==> config.mk <==
export PLATFORM = sky130hd
export DESIGN_NAME = json_string_unescape_utf8
export DESIGN_NICKNAME = d
export VERILOG_FILES = /design/src/sv/jsu_pkg.sv /design/src/sv/json_string_unescape_utf8.sv /design/src/sv/jsu_front.sv /design/src/sv/jsu_queue.sv /design/src/sv/jsu_back.sv
export SDC_FILE = /design/constraint.sdc
export NUM_CORES = 1
export LEC_CHECK = 0
export ABC_AREA = 1
export ABC_CLOCK_PERIOD_IN_PS = 7090
export BUFFER_PORTS_ARGS = -buffer_cell sky130_fd_sc_hd__buf_4
export CAP_MARGIN = 20
export CORE_UTILIZATION = 58
export CTS_CLUSTER_SIZE = 40
export DETAILED_ROUTE_END_ITERATION = 6
export PLACE_DENSITY = 0.86
export SLEW_MARGIN = 30
export SYNTH_ARGS = -nofsm -noshare
export SYNTH_HDL_FRONTEND = slang
export SYNTH_SLANG_ARGS = --single-unit
==> constraint.sdc <==
create_clock -name clk -period 7.09 [get_ports clk]
set_input_delay 1.0635 -clock clk [delete_from_list [all_inputs] [get_ports clk]]
set_output_delay 1.0635 -clock clk [all_outputs]
set_load 0.005 [all_outputs]
==> src/sv/jsu_pkg.sv <==
// Shared types, result codes and UTF-8 encoder for the JSON string unescaper.
`default_nettype none

package jsu_pkg;

    localparam int unsigned QUEUE_DEPTH = 4;
    localparam int unsigned MAX_BYTES   = 6;

    localparam logic [1:0] KIND_BYTE  = 2'd0;
    localparam logic [1:0] KIND_DONE  = 2'd1;
    localparam logic [1:0] KIND_ERROR = 2'd2;

    localparam logic [2:0] ERR_NONE       = 3'd0;
    localparam logic [2:0] ERR_NO_QUOTE   = 3'd1;
    localparam logic [2:0] ERR_END_ESC    = 3'd2;
    localparam logic [2:0] ERR_BAD_ESC    = 3'd3;
    localparam logic [2:0] ERR_BAD_HEX    = 3'd4;
    localparam logic [2:0] ERR_UNTERM     = 3'd5;

    // One classified input word: bytes to emit, then an optional terminal result.
    typedef struct packed {
        logic [MAX_BYTES-1:0][7:0] bytes;
        logic [2:0]                nbytes;
        logic [1:0]                term_kind;
        logic [2:0]                term_code;
    } jsu_cmd_t;

    typedef struct packed {
        logic [3:0][7:0] bytes;
        logic [2:0]      n;
    } jsu_utf8_t;

    function automatic jsu_utf8_t utf8_encode(input logic [20:0] cp);
        jsu_utf8_t r;
        r = '0;
        if (cp < 21'h80) begin
            r.n        = 3'd1;
            r.bytes[0] = cp[7:0];
        end else if (cp < 21'h800) begin
            r.n        = 3'd2;
            r.bytes[0] = 8'hc0 | {3'b000, cp[10:6]};
            r.bytes[1] = 8'h80 | {2'b00, cp[5:0]};
        end else if (cp < 21'h10000) begin
            r.n        = 3'd3;
            r.bytes[0] = 8'he0 | {4'b0000, cp[15:12]};
            r.bytes[1] = 8'h80 | {2'b00, cp[11:6]};
            r.bytes[2] = 8'h80 | {2'b00, cp[5:0]};
        end else begin
            r.n        = 3'd4;
            r.bytes[0] = 8'hf0 | {5'b00000, cp[20:18]};
            r.bytes[1] = 8'h80 | {2'b00, cp[17:12]};
            r.bytes[2] = 8'h80 | {2'b00, cp[11:6]};
            r.bytes[3] = 8'h80 | {2'b00, cp[5:0]};
        end
        return r;
    endfunction

endpackage

`default_nettype wire

==> src/sv/json_string_unescape_utf8.sv <==
// Top level of the JSON string unescaper with UTF-8 output.
//
//  Channel | Handshake        | Word
//  --------+------------------+----------------------------------------------
//  in      | push / full      | data_byte, end_of_text
//  out     | empty / pop      | out_byte, kind, error_code, last_of_run
//
//  A raw byte is taken every cycle while the command queue has room; the front
//  end classifies it in the cycle it arrives.
//  Results leave at one word per cycle while pop is held; a byte that yields k
//  results (1 to 6) stays at the queue head until all are popped; a queue of
//  QUEUE_DEPTH commands absorbs bursts; bytes with no result never enter it.
//  Reset clears the parser state and the queue at once; no clearing pass.
`default_nettype none

module json_string_unescape_utf8
    import jsu_pkg::*;
#(
    parameter int unsigned DEPTH = QUEUE_DEPTH
)
(
    input  wire logic       clk,
    input  wire logic       rst_n,
    input  wire logic       push,
    output logic            full,
    input  wire logic [7:0] data_byte,
    input  wire logic       end_of_text,
    output logic            empty,
    input  wire logic       pop,
    output logic [7:0]      out_byte,
    output logic [1:0]      kind,
    output logic [2:0]      error_code,
    output logic            last_of_run
);

    logic     accept;
    jsu_cmd_t cmd;
    logic     cmd_valid;
    jsu_cmd_t head;
    logic     head_done;

    assign accept = push && !full;

    jsu_front u_front (
        .clk         (clk),
        .rst_n       (rst_n),
        .accept      (accept),
        .data_byte   (data_byte),
        .end_of_text (end_of_text),
        .cmd         (cmd),
        .cmd_valid   (cmd_valid)
    );

    jsu_queue #(
        .DEPTH (DEPTH)
    ) u_queue (
        .clk    (clk),
        .rst_n  (rst_n),
        .wr_en  (accept && cmd_valid),
        .wr_cmd (cmd),
        .full   (full),
        .rd_en  (head_done),
        .head   (head),
        .empty  (empty)
    );

    jsu_back u_back (
        .clk         (clk),
        .rst_n       (rst_n),
        .head        (head),
        .head_empty  (empty),
        .head_done   (head_done),
        .pop         (pop),
        .out_byte    (out_byte),
        .kind        (kind),
        .error_code  (error_code),
        .last_of_run (last_of_run)
    );

    // a completion or error word always closes its run
    a_term_last: assert property (@(posedge clk) disable iff (!rst_n)
        !empty && kind != KIND_BYTE |-> last_of_run)
        else $error("terminal result not last of run");

    a_code_kind: assert property (@(posedge clk) disable iff (!rst_n)
        !empty |-> ((kind == KIND_ERROR) == (error_code != ERR_NONE)))
        else $error("error code does not match kind");

    // the rest of a run is already queued
    a_run_cont: assert property (@(posedge clk) disable iff (!rst_n)
        pop && !empty && !last_of_run |=> !empty)
        else $error("run broken after pop");

    a_byte_code: assert property (@(posedge clk) disable iff (!rst_n)
        !empty && kind != KIND_BYTE |-> out_byte == 8'h00)
        else $error("nonzero byte on status result");

endmodule

`default_nettype wire

==> src/sv/jsu_front.sv <==
// Front end: parses one raw byte per cycle while accept is high and builds its result command.
`default_nettype none

module jsu_front
    import jsu_pkg::*;
(
    input  wire logic     clk,
    input  wire logic     rst_n,
    input  wire logic     accept,
    input  wire logic [7:0] data_byte,
    input  wire logic     end_of_text,
    output jsu_cmd_t      cmd,
    output logic          cmd_valid
);

    localparam logic [2:0] MODE_IDLE = 3'd0;
    localparam logic [2:0] MODE_STR  = 3'd1;
    localparam logic [2:0] MODE_ESC  = 3'd2;
    localparam logic [2:0] MODE_HEX  = 3'd3;

    logic [2:0]  mode_reg, mode_next;
    logic [15:0] accum_reg, accum_next;
    logic [1:0]  count_reg, count_next;
    logic [9:0]  held_reg, held_next;
    logic        pending_reg, pending_next;

    logic        flush;
    logic        main_en;
    logic        main_raw;
    logic [7:0]  raw_byte;
    logic [20:0] main_cp;
    logic [1:0]  term_kind;
    logic [2:0]  term_code;
    logic [4:0]  hex_digit;
    logic [8:0]  esc_byte;
    logic [15:0] hex_cp;
    jsu_utf8_t   flush_enc;
    jsu_utf8_t   main_enc;
    logic [3:0][7:0] main_bytes;
    logic [2:0]  main_n;

    function automatic logic [4:0] hex_value(input logic [7:0] b);
        logic [4:0] v;
        if (b >= 8'h30 && b <= 8'h39) begin
            v = 5'(b - 8'h30);
        end else if (b >= 8'h61 && b <= 8'h66) begin
            v = 5'(b - 8'h57);
        end else if (b >= 8'h41 && b <= 8'h46) begin
            v = 5'(b - 8'h37);
        end else begin
            v = 5'd16;
        end
        return v;
    endfunction

    // bit 8 set means the escape letter is not recognized
    function automatic logic [8:0] escape_value(input logic [7:0] b);
        logic [8:0] v;
        unique case (b)
            8'h22:   v = 9'h022;
            8'h5c:   v = 9'h05c;
            8'h2f:   v = 9'h02f;
            8'h62:   v = 9'h008;
            8'h66:   v = 9'h00c;
            8'h6e:   v = 9'h00a;
            8'h72:   v = 9'h00d;
            8'h74:   v = 9'h009;
            default: v = 9'h100;
        endcase
        return v;
    endfunction

    assign hex_digit = hex_value(data_byte);
    assign esc_byte  = escape_value(data_byte);
    assign hex_cp    = {accum_reg[11:0], hex_digit[3:0]};

    always_comb
    begin
        mode_next    = mode_reg;
        accum_next   = accum_reg;
        count_next   = count_reg;
        held_next    = held_reg;
        pending_next = pending_reg;
        flush        = 1'b0;
        main_en      = 1'b0;
        main_raw     = 1'b0;
        raw_byte     = data_byte;
        main_cp      = '0;
        term_kind    = KIND_BYTE;
        term_code    = ERR_NONE;

        unique case (mode_reg)
            MODE_STR:
            begin
                if (end_of_text) begin
                    flush     = pending_reg;
                    term_kind = KIND_ERROR;
                    term_code = ERR_UNTERM;
                    mode_next = MODE_IDLE;
                end else if (data_byte == 8'h5c) begin
                    mode_next = MODE_ESC;
                end else begin
                    flush = pending_reg;
                    if (data_byte == 8'h22) begin
                        term_kind = KIND_DONE;
                        mode_next = MODE_IDLE;
                    end else begin
                        main_en  = 1'b1;
                        main_raw = 1'b1;
                    end
                end
            end
            MODE_ESC:
            begin
                if (end_of_text) begin
                    flush     = pending_reg;
                    term_kind = KIND_ERROR;
                    term_code = ERR_END_ESC;
                    mode_next = MODE_IDLE;
                end else if (data_byte == 8'h75) begin
                    mode_next  = MODE_HEX;
                    accum_next = '0;
                    count_next = '0;
                end else begin
                    flush = pending_reg;
                    if (esc_byte[8]) begin
                        term_kind = KIND_ERROR;
                        term_code = ERR_BAD_ESC;
                        mode_next = MODE_IDLE;
                    end else begin
                        main_en   = 1'b1;
                        main_raw  = 1'b1;
                        raw_byte  = esc_byte[7:0];
                        mode_next = MODE_STR;
                    end
                end
            end
            MODE_HEX:
            begin
                if (end_of_text || hex_digit[4]) begin
                    // drop a held high surrogate silently
                    term_kind = KIND_ERROR;
                    term_code = ERR_BAD_HEX;
                    mode_next = MODE_IDLE;
                end else if (count_reg != 2'd3) begin
                    accum_next = hex_cp;
                    count_next = count_reg + 2'd1;
                end else begin
                    accum_next = '0;
                    count_next = '0;
                    mode_next  = MODE_STR;
                    if (pending_reg && hex_cp[15:10] == 6'b110111) begin
                        main_en      = 1'b1;
                        main_cp      = 21'h10000 + 21'({held_reg, hex_cp[9:0]});
                        pending_next = 1'b0;
                        held_next    = '0;
                    end else begin
                        flush = pending_reg;
                        if (hex_cp[15:10] == 6'b110110) begin
                            pending_next = 1'b1;
                            held_next    = hex_cp[9:0];
                        end else begin
                            pending_next = 1'b0;
                            held_next    = '0;
                            main_en      = 1'b1;
                            main_cp      = {5'b00000, hex_cp};
                        end
                    end
                end
            end
            default:
            begin
                if (!end_of_text) begin
                    if (data_byte == 8'h22) begin
                        mode_next = MODE_STR;
                    end else begin
                        term_kind = KIND_ERROR;
                        term_code = ERR_NO_QUOTE;
                        mode_next = MODE_IDLE;
                    end
                end
            end
        endcase

        if (flush) begin
            pending_next = (mode_reg == MODE_HEX) ? pending_next : 1'b0;
            held_next    = (mode_reg == MODE_HEX) ? held_next : '0;
        end
        if (mode_next == MODE_IDLE) begin
            accum_next   = '0;
            count_next   = '0;
            held_next    = '0;
            pending_next = 1'b0;
        end
    end

    assign flush_enc = utf8_encode({5'b00000, 6'b110110, held_reg});
    assign main_enc  = utf8_encode(main_cp);

    always_comb
    begin
        if (main_raw) begin
            main_bytes    = '0;
            main_bytes[0] = raw_byte;
            main_n        = 3'd1;
        end else begin
            main_bytes = main_enc.bytes;
            main_n     = main_enc.n;
        end
        if (!main_en) begin
            main_n = 3'd0;
        end
    end

    always_comb
    begin
        cmd = '0;
        if (flush) begin
            cmd.bytes[0] = flush_enc.bytes[0];
            cmd.bytes[1] = flush_enc.bytes[1];
            cmd.bytes[2] = flush_enc.bytes[2];
            cmd.bytes[3] = main_bytes[0];
            cmd.bytes[4] = main_bytes[1];
            cmd.bytes[5] = main_bytes[2];
            cmd.nbytes   = 3'd3 + main_n;
        end else begin
            cmd.bytes[0] = main_bytes[0];
            cmd.bytes[1] = main_bytes[1];
            cmd.bytes[2] = main_bytes[2];
            cmd.bytes[3] = main_bytes[3];
            cmd.nbytes   = main_n;
        end
        cmd.term_kind = term_kind;
        cmd.term_code = term_code;
    end

    assign cmd_valid = (cmd.nbytes != 3'd0) || (term_kind != KIND_BYTE);

    always_ff @(posedge clk or negedge rst_n)
    begin
        if (!rst_n) begin
            mode_reg    <= MODE_IDLE;
            accum_reg   <= '0;
            count_reg   <= '0;
            held_reg    <= '0;
            pending_reg <= 1'b0;
        end else if (accept) begin
            mode_reg    <= mode_next;
            accum_reg   <= accum_next;
            count_reg   <= count_next;
            held_reg    <= held_next;
            pending_reg <= pending_next;
        end
    end

endmodule

`default_nettype wire

==> src/sv/jsu_queue.sv <==
// Command queue between the parsing front end and the result sequencer.
`default_nettype none

module jsu_queue
    import jsu_pkg::*;
#(
    parameter int unsigned DEPTH = QUEUE_DEPTH
)
(
    input  wire logic     clk,
    input  wire logic     rst_n,
    input  wire logic     wr_en,
    input  wire jsu_cmd_t wr_cmd,
    output logic          full,
    input  wire logic     rd_en,
    output jsu_cmd_t      head,
    output logic          empty
);

    localparam int unsigned PW = (DEPTH > 1) ? $clog2(DEPTH) : 1;
    localparam int unsigned CW = $clog2(DEPTH + 1);

    jsu_cmd_t        mem_reg [DEPTH];
    logic [PW-1:0]   wr_ptr_reg;
    logic [PW-1:0]   rd_ptr_reg;
    logic [CW-1:0]   count_reg;

    function automatic logic [PW-1:0] advance(input logic [PW-1:0] p);
        return (p == PW'(DEPTH - 1)) ? '0 : p + 1'b1;
    endfunction

    assign full  = (count_reg == CW'(DEPTH));
    assign empty = (count_reg == '0);
    assign head  = mem_reg[rd_ptr_reg];

    always_ff @(posedge clk)
    begin
        if (wr_en) begin
            mem_reg[wr_ptr_reg] <= wr_cmd;
        end
    end

    always_ff @(posedge clk or negedge rst_n)
    begin
        if (!rst_n) begin
            wr_ptr_reg <= '0;
            rd_ptr_reg <= '0;
            count_reg  <= '0;
        end else begin
            if (wr_en) begin
                wr_ptr_reg <= advance(wr_ptr_reg);
            end
            if (rd_en) begin
                rd_ptr_reg <= advance(rd_ptr_reg);
            end
            if (wr_en && !rd_en) begin
                count_reg <= count_reg + 1'b1;
            end else if (rd_en && !wr_en) begin
                count_reg <= count_reg - 1'b1;
            end
        end
    end

endmodule

`default_nettype wire

==> src/sv/jsu_back.sv <==
// Back end: walks the head command and hands out one result word per pop.
`default_nettype none

module jsu_back
    import jsu_pkg::*;
(
    input  wire logic     clk,
    input  wire logic     rst_n,
    input  wire jsu_cmd_t head,
    input  wire logic     head_empty,
    output logic          head_done,
    input  wire logic     pop,
    output logic [7:0]    out_byte,
    output logic [1:0]    kind,
    output logic [2:0]    error_code,
    output logic          last_of_run
);

    logic [2:0] idx_reg;
    logic [2:0] total;

    assign total = head.nbytes + {2'b00, head.term_kind != KIND_BYTE};

    always_comb
    begin
        if (idx_reg < head.nbytes) begin
            out_byte   = head.bytes[idx_reg];
            kind       = KIND_BYTE;
            error_code = ERR_NONE;
        end else begin
            out_byte   = 8'h00;
            kind       = head.term_kind;
            error_code = head.term_code;
        end
    end

    assign last_of_run = (idx_reg == total - 3'd1);
    assign head_done   = pop && !head_empty && last_of_run;

    always_ff @(posedge clk or negedge rst_n)
    begin
        if (!rst_n) begin
            idx_reg <= '0;
        end else if (pop && !head_empty) begin
            // advance within the command, rewind when it is used up
            idx_reg <= last_of_run ? 3'd0 : idx_reg + 3'd1;
        end
    end

endmodule

`default_nettype wire

Word-level counts from Yosys, hierarchy flattened
Memory sizes are Yosys's and may differ from the RTL's. Index checks and enable logic that the tools add are counted.

Memory bits (writable): 224. Memories kept: 1. Latch bits: 0. Word-level logic and storage cells: 195. Memory bits (read-only): 0. Register bits: 38.

Memory list: u_queue.mem_reg (words 4, width 56, rd ports 1, clocked after memory_dff 0, wr ports 1, RTL line jsu_queue.sv:23) `jsu_cmd_t mem_reg [DEPTH];`.

Shifts and indexed selects: 0. Div/mod/pow operators: 0. Add/subtract/negate cells: 13. Reductions and logical operators: 24. Eq/ne operators: 22. $lt $le $gt $ge: 11. $mul: 0. Bitwise gates (word level): 0. Mux-type cells: 115.

Operators with widths (count): $mux 21 (4); $mux 10 (8); $pmux 9 s8 (1); $mux 12 (5); $mux 3 (19); $eq 8x7->1 const B (7); $mux 8 (7); $mux 27 (2); $mux 16 (3); $mux 35 (1); $mux 2 (17); $mux 32 (1); $mux 1 (31); $mux 25 (1); $bmux 8 s3 (1); $mux 24 (1); $pmux 12 s2 (1); $add 17x20->21 const A (1); $lt 21x12->1 const B (1); $lt 21x17->1 const B (1); $lt 21x8->1 const B (1); $mux 19 (1); $pmux 3 s3 (2); $eq 8x6->1 const B (2); 35 further kinds (66).

Depth between registers and ports, before layout
Gate-level depths: netlist (run 1).

Depth after elaboration: 27. Mapped depth: 30. Gate-level depth less buffers: 29.

Hierarchy
From an unflattened synthesis (run 1), not the netlist that was laid out.

Cell total of the unflattened synthesis: 1568. Area total of the unflattened synthesis: 14651.6 µm².

Modules (own cells, without submodules): jsu_queue (instances 1, cells each 704, sequential area each 6901.6 µm², area an instance 9799.4 µm²); jsu_front (instances 1, cells each 682, sequential area each 700.7 µm², area an instance 3952.5 µm²); jsu_back (instances 1, cells each 177, sequential area each 75.1 µm², area an instance 875.8 µm²); json_string_unescape_utf8 (instances 1, cells each 5, sequential area each 0.0 µm², area an instance 23.8 µm²).

Least setup slack after synthesis (run 1)
OpenSTA, ideal clock, no wires.

Kind: input port to flip-flop. Start: in data_byte[1]. End: mem u_queue.mem_reg[3][0] (netlist bit) (enable). Stages: 21. Arrival time: 5.566 ns. Library setup time: 0.462 ns. Setup slack: 1.062 ns. Data required time: 6.628 ns. Buffers on the path: 2. Cell sequence: inv_1 -> ha_1 -> nand3b_1 -> nand3_4 -> nand2_2 -> nand2_2 -> nor2_4 -> buf_6 -> nand3_1 -> nand3_1 -> nor2_1 -> nand2_2 -> buf_4 -> nand2_1 -> ha_1 -> or2_0 -> nand2_1 -> nor2_2 -> nand2_2 -> nand2_4 -> nor2_1.

RTL lines: start, declared (RTL line json_string_unescape_utf8.sv:26) `input wire logic [7:0] data_byte,`; end, declared (RTL line jsu_queue.sv:23).

==> results of run 1 <==
## layer usage
| layer | track usage | vias up |
|---|---|---|
| met4 | 0.121 | 0 |
| met1 | 0.395 | 4512 |
| met2 | 0.457 | 530 |
| met5 | 0 | - |
| li1 | - | 4432 |
| met3 | 0.0466 | 96 |
## tightest hold or removal path, stage by stage, from the launching register on
cell and delay, ps:
dfrtp_1 340, nand2_1 50, o21ai_1 60
## stage by stage
stage	hold slack (ps)	cells	setup WS (ps)	total power, uW
after detailed placement	485	1506	1430	3620
after global placement	474	1506	1560	3560
final	497	1550	1930	4930
after global routing	546	1550	1570	5150
after floorplan	457	1261	1060	3000
after CTS	498	1549	1700	4920
## cell type report
type | instances | area share
Inverter | 100 | 0.0278
Sequential cell | 246 | 0.533
Clock buffer | 31 | 0.0501
Tap cell | 270 | 0.0250
Multi-Input combinational cell | 848 | 0.330
Timing Repair Buffer | 43 | 0.0244
Clock inverter | 12 | 0.0100
## power by group through the flow
stage | Sequential [uW] | Clock, uW | Combinational (uW)
global route | 1900 | 1350 | 1900
detailed placement | 1910 | 0 | 1710
CTS | 1880 | 1300 | 1730
global placement | 1910 | 0 | 1650
finish | 1890 | 1290 | 1750
floorplan | 1870 | 0 | 1130
## cells by family after synthesis
logic type | after synthesis | share of synthesized area
AOI/OAI and AO/OA | 303 | 0.152
xor gates and xnor gates | 8 | 0.00569
adders and majority gates | 19 | 0.0199
buffers and inverters | 167 | 0.0552
DFF | 246 | 0.585
muxes | 1 | 0.000915
and+or+nand+nor | 517 | 0.182
## final timing paths
check | to | slack [ps] | cells after the start | startpoint
max in group asynchronous | u_queue.rd_ptr_reg[0] | 6190 | 1 | rst_n
setup reg to reg | u_queue.mem_reg[1][39] | 2230 | 19 | u_front.mode_reg[2]
setup / recovery | u_queue.mem_reg[1][39] | 1930 | 22 | data_byte[0]
min in group asynchronous | u_front.accum_reg[1] | 520 | 1 | rst_n
hold / removal | u_front.accum_reg[9] | 500 | 2 | u_front.accum_reg[9]
hold reg to reg | u_front.accum_reg[9] | 500 | 2 | u_front.accum_reg[9]
## cells in the final DEF (no fill, tap or decap), types with 5 or more instances in the layout
cell | netlist | routed
a211oi_1 | 5 | 5
a21oi_1 | 72 | 72
a22oi_1 | 6 | 6
a32o_1 | 13 | 13
buf_4 | 4 | 42
clkbuf_16 | 0 | 24
clkbuf_8 | 0 | 5
dfrtp_1 | 38 | 37
edfxtp_1 | 208 | 208
ha_1 | 18 | 18
inv_1 | 87 | 86
inv_2 | 11 | 13
nand2_1 | 276 | 276
nand2_2 | 7 | 7
nand3_1 | 59 | 59
nand4_1 | 7 | 7
nor2_1 | 128 | 124
nor2_2 | 7 | 7
nor2_4 | 7 | 11
nor3_1 | 7 | 7
o211ai_1 | 18 | 18
o21ai_0 | 105 | 105
o21ai_1 | 23 | 23
o21ai_2 | 5 | 5
o221ai_1 | 15 | 15
o22ai_1 | 10 | 10
o311ai_0 | 8 | 8
xor2_1 | 5 | 5
==> run summary, run 1 <==
status = complete, no violations
CTS Buf Count = 24
Slew headroom = 0.382
CP max FO = 26
Critical Path End Type = register
post-synthesis cell type count = 54
postcts setup bufs = 0
Post-synth ARST share = 0.154
Reg clk slew, reported paths = 60 ps
power share of the clock group = 0.263
gr usage total = 0.287
antenna cells = 0
vias in the first global route = 9064
EDFF count, synth = 208
clock sinks = 246
P_int = 3120 uW
Setup CP Type = input pin to register
crit-path cells = buf_4 > inv_1 > ha_1 > nand3b_1 > nand3_4 > nand2_2 > nand3_4 > nor2_4 > nand2_1 > nand2_1 > nor2_2 > o21ai_1 > nand2_1 > nand2_1 > ha_1 > or2_0 > nand2_1 > nor2_2 > nand2_2 > nand2_4 > nor2_4 > buf_4
warnings from Yosys = 0
Routed WL per cell = 19.9 um
FF/Latch Area = 0.00720 sq mm
Worst setup SP type = input pin
highest routed metal layer = met4
Worst path max stage delay = 650 ps
Top delay family on crit path = simple AND/OR/NAND/NOR gates
Root Driver = clkbuf_16
1st-iter DRT viols = 931
fin area = 0.0135 sq mm
Seq/Total Area, Yosys = 0.585
GR Overflow Total = 0
Area after DPL = 0.0127 sq mm
Max H-tree Level = 1
final net count = 1295
Vias/cell = 6.17
skew final = 15.9 ps
number of max-capacitance violations reported = 0
switching portion of total power = 0.368
I/O pin total = 29
largest net degree at the start of global routing = 90
peak supply drop = 0.239 mV
#FFs+latches synth = 246
Filler cells = 1533
Tmin final = 5160 ps
cell area power density = 365 mW/mm^2
Worst path slowest cell = nor2_4
hpwl dp = 19900 um
global-route wire length before repair = 48500 um
CTS tree = yes
detailed-route via count = 9570
Final Cycle Share = 0.728
Mapped Avg Cell Area = 9.76 sq um
Initial Util = 0.600
initial antenna violation count = 0
max reg flops = 208
hold_buf cts = 0
die extent in y = 148 um
Core ar. = 0.0205 sq mm
WL met2 = 14600 um
WL final = 30900 um
Most common cell on crit path = nand2_1
leakage power = 0.00514 uW
mapped cell area = 0.0123 sq mm
top cells by count, synth = 276 x nand2_1, 208 x edfxtp_1, 128 x nor2_1
IO Port Bufs = 28
setup_tns = 0 ps
# DRC = 0
Final Setup Violations = 0
P_sw = 1810 uW
Worst-Margin Slew = 919 ps
RSZ-0062 raised after global routing = false
HP Class = register to register
Clk Latency, worst-skew pair = 530 ps
dominant cell type by area after synthesis = edfxtp_1
Sequential Power Share = 0.382
clk buf depth = 3
WL met3 = 2740 um
Most used DFF post-synth = edfxtp_1
share of cells above drive strength 1 = 0.110
Cells after Synth = 1261
Worst EP required = 7310 ps
Synth top area share = 0.508
WP data arrival = 5380 ps
Fmax = 194 MHz
Detailed Routing Iterations Pass 1 = 5
Final GP Congestion = 0.951
Die ar. = 0.0218 sq mm
Buffers & Inverters on Critical Path = 3
Routed Antenna Nets = 0
multi-input logic area = 0.00446 sq mm
syn_nets = 1293
top-count cell post-synth = nand2_1
Pins Over Slew Limit = 0
Die W = 148 um
Final Hold Vio Count = 0
growth of design area from synthesis to finish = 9.81%
M1 WL = 12300 um
Core Rows = 52
top cells by area, synth = edfxtp_1 51%, nand2_1 8.4%, dfrtp_1 7.7%
Resized Gates After CTS = 0
Post-Route Utilization = 0.659
Comb power frac = 0.355
(Power assumes the default switching activity.)
==> run 2, diff against run 1 <==
--- a/config.mk
+++ b/config.mk
@@ -6,13 +6,13 @@
 export NUM_CORES = 1
 export LEC_CHECK = 0
 export ABC_AREA = 1
-export ABC_CLOCK_PERIOD_IN_PS = 7090
+export ABC_CLOCK_PERIOD_IN_PS = 4600
 export BUFFER_PORTS_ARGS = -buffer_cell sky130_fd_sc_hd__buf_4
 export CAP_MARGIN = 20
-export CORE_UTILIZATION = 58
+export CORE_UTILIZATION = 57
 export CTS_CLUSTER_SIZE = 40
 export DETAILED_ROUTE_END_ITERATION = 6
-export PLACE_DENSITY = 0.86
+export PLACE_DENSITY = 0.88
 export SLEW_MARGIN = 30
 export SYNTH_ARGS = -nofsm -noshare
 export SYNTH_HDL_FRONTEND = slang
==> constraint.sdc (replaced) <==
create_clock -name clk -period 4.6 [get_ports clk]
set_input_delay 0.69 -clock clk [delete_from_list [all_inputs] [get_ports clk]]
set_output_delay 0.69 -clock clk [all_outputs]
set_load 0.005 [all_outputs]
==> run summary, run 2 (synthesis gave the netlist of run 1 again) <==
P_int = 4910 uW
Final Hold Vio Count = 0
hpwl dp = 20900 um
most common cell after layout, fill and taps aside = nand2_1
cell area power density = 559 mW/mm^2
peak supply drop = 0.349 mV
max reg flops = 208
Fmax = 228 MHz
Final Setup Violations = 0
Pins Over Slew Limit = 0
Sequential Power Share = 0.375
antenna cells = 0
detailed-route via count = 9736
Resized Gates After CTS = 0
Setup CP Type = register to output port
Post-Route Utilization = 0.652
FF-to-FF setup slack = 620 ps
gr usage total = 0.297
Die W = 149 um
Reg clk slew, reported paths = 60 ps
CTS Buf Count = 24
final worst slack = 219 ps
Comb power frac = 0.358
global-route wire length before repair = 50600 um
HP Class = input pin to asynchronous set/reset pin
vias in the first global route = 9283
die extent in y = 149 um
Fin Hold WS = 127 ps
Tmin final = 4380 ps
Initial Util = 0.584
Root Driver = clkbuf_16
placed cell count = 1532
Routed Antenna Nets = 0
Clk Latency, worst-skew pair = 530 ps
Final Cycle Share = 0.952
Worst setup SP type = register
Non-Filler Instances = 1576
Core ar. = 0.0211 sq mm
GR Overflow Total = 0
Die ar. = 0.0222 sq mm
growth of design area from synthesis to finish = 11.8%
WP data arrival = 3690 ps
hold_buf cts = 0
Vias/cell = 6.18
Core Rows = 53
WL final = 32400 um
CP max FO = 20
Worst EP required = 3910 ps
power share of the clock group = 0.267
Detailed Routing Iterations Pass 1 = 5
share of cells above drive strength 1 = 0.123
status = complete, no violations
leakage power = 0.00527 uW
final net count = 1315
worst slack, placed = 86.3 ps
Slew headroom = 0.380
Max H-tree Level = 1
setup_tns = 0 ps
# DRC = 0
Critical Path End Type = output port
P_sw = 2780 uW
CTS tree = yes
Final GP Congestion = 1.01
clock sinks = 246
reg2reg path depth = 22
skew final = 12.7 ps
Routed WL per cell = 20.5 um
number of max-capacitance violations reported = 0
clk buf depth = 3
postcts setup bufs = 0
1st-iter DRT viols = 1175
switching portion of total power = 0.361
initial antenna violation count = 0
IO Port Bufs = 28
most frequent cells in the layout = 276 x nand2_1, 208 x edfxtp_1, 124 x nor2_1
I/O pin total = 29
Worst-Margin Slew = 930 ps
largest net degree at the start of global routing = 89
RSZ-0062 raised after global routing = false
==> run 2: cell count changes in the layout (fill, tap and decap cells not counted), sizes merged <==
cell | previous run | this run
buf | 43 | 63
bufinv | 2 | 4
clkbuf | 31 | 27
clkinv | 8 | 13
inv | 101 | 99
==> run 2: layout make-up <==
type | instances | area [sq um]
Timing Repair Buffer | 63 | 548
Inverter | 100 | 375
Sequential cell | 246 | 7200
Clock inverter | 17 | 195
Multi-Input combinational cell | 848 | 4460
Fill cell | 1588 | 7340
Tap cell | 275 | 344
Clock buffer | 27 | 632
==> run 2: metal layers <==
metal | global-route usage | vias to the layer above | wire length [um]
met3 | 0.0446 | 92 | 2690
met4 | 0.101 | 0 | 1090
li1 | - | 4474 | -
met5 | 0 | - | 0
met1 | 0.396 | 4635 | 12800
met2 | 0.497 | 535 | 15800
==> run 2: worst paths after layout <==
path | start | endpoint
max reg2reg | u_front.count_reg[0] | u_queue.count_reg[2]
max in group asynchronous | rst_n | u_queue.rd_ptr_reg[0]
min | rst_n | u_queue.count_reg[0]
min in group clk | u_front.count_reg[1] | u_front.count_reg[1]
max | u_queue.rd_ptr_reg[0] | out_byte[0]
min reg2reg | u_front.count_reg[1] | u_front.count_reg[1]
==> run 2: power groups by stage <==
| stage | clock network [uW] | logic, uW | registers (uW) |
|---|---|---|---|
| 2_1_floorplan | 0 | 1750 | 2870 |
| 3_3_place_gp | 0 | 2600 | 2910 |
| 3_5_place_dp | 0 | 2700 | 2920 |
| 4_1_cts | 2060 | 2730 | 2880 |
| 5_1_grt | 2140 | 3000 | 2910 |
| 6_report | 2050 | 2750 | 2890 |
==> run 2: critical path, stage by stage (launching register included) <==
cell      delay [ps]
dfrtp_2          550
inv_2            300
nand2_1          100
a32o_1           270
ha_1             300
a21oi_1          140
and2_1           440
inv_1            290
a211oi_1         570
buf_4            210
==> run 2: per-stage QoR <==
step                power (uW)  area, sq um
detailed placement        5620        12900
finish                    7690        13800
global placement          5500        12900
CTS                       7670        13800
global route              8040        13800
floorplan                 4620        12300
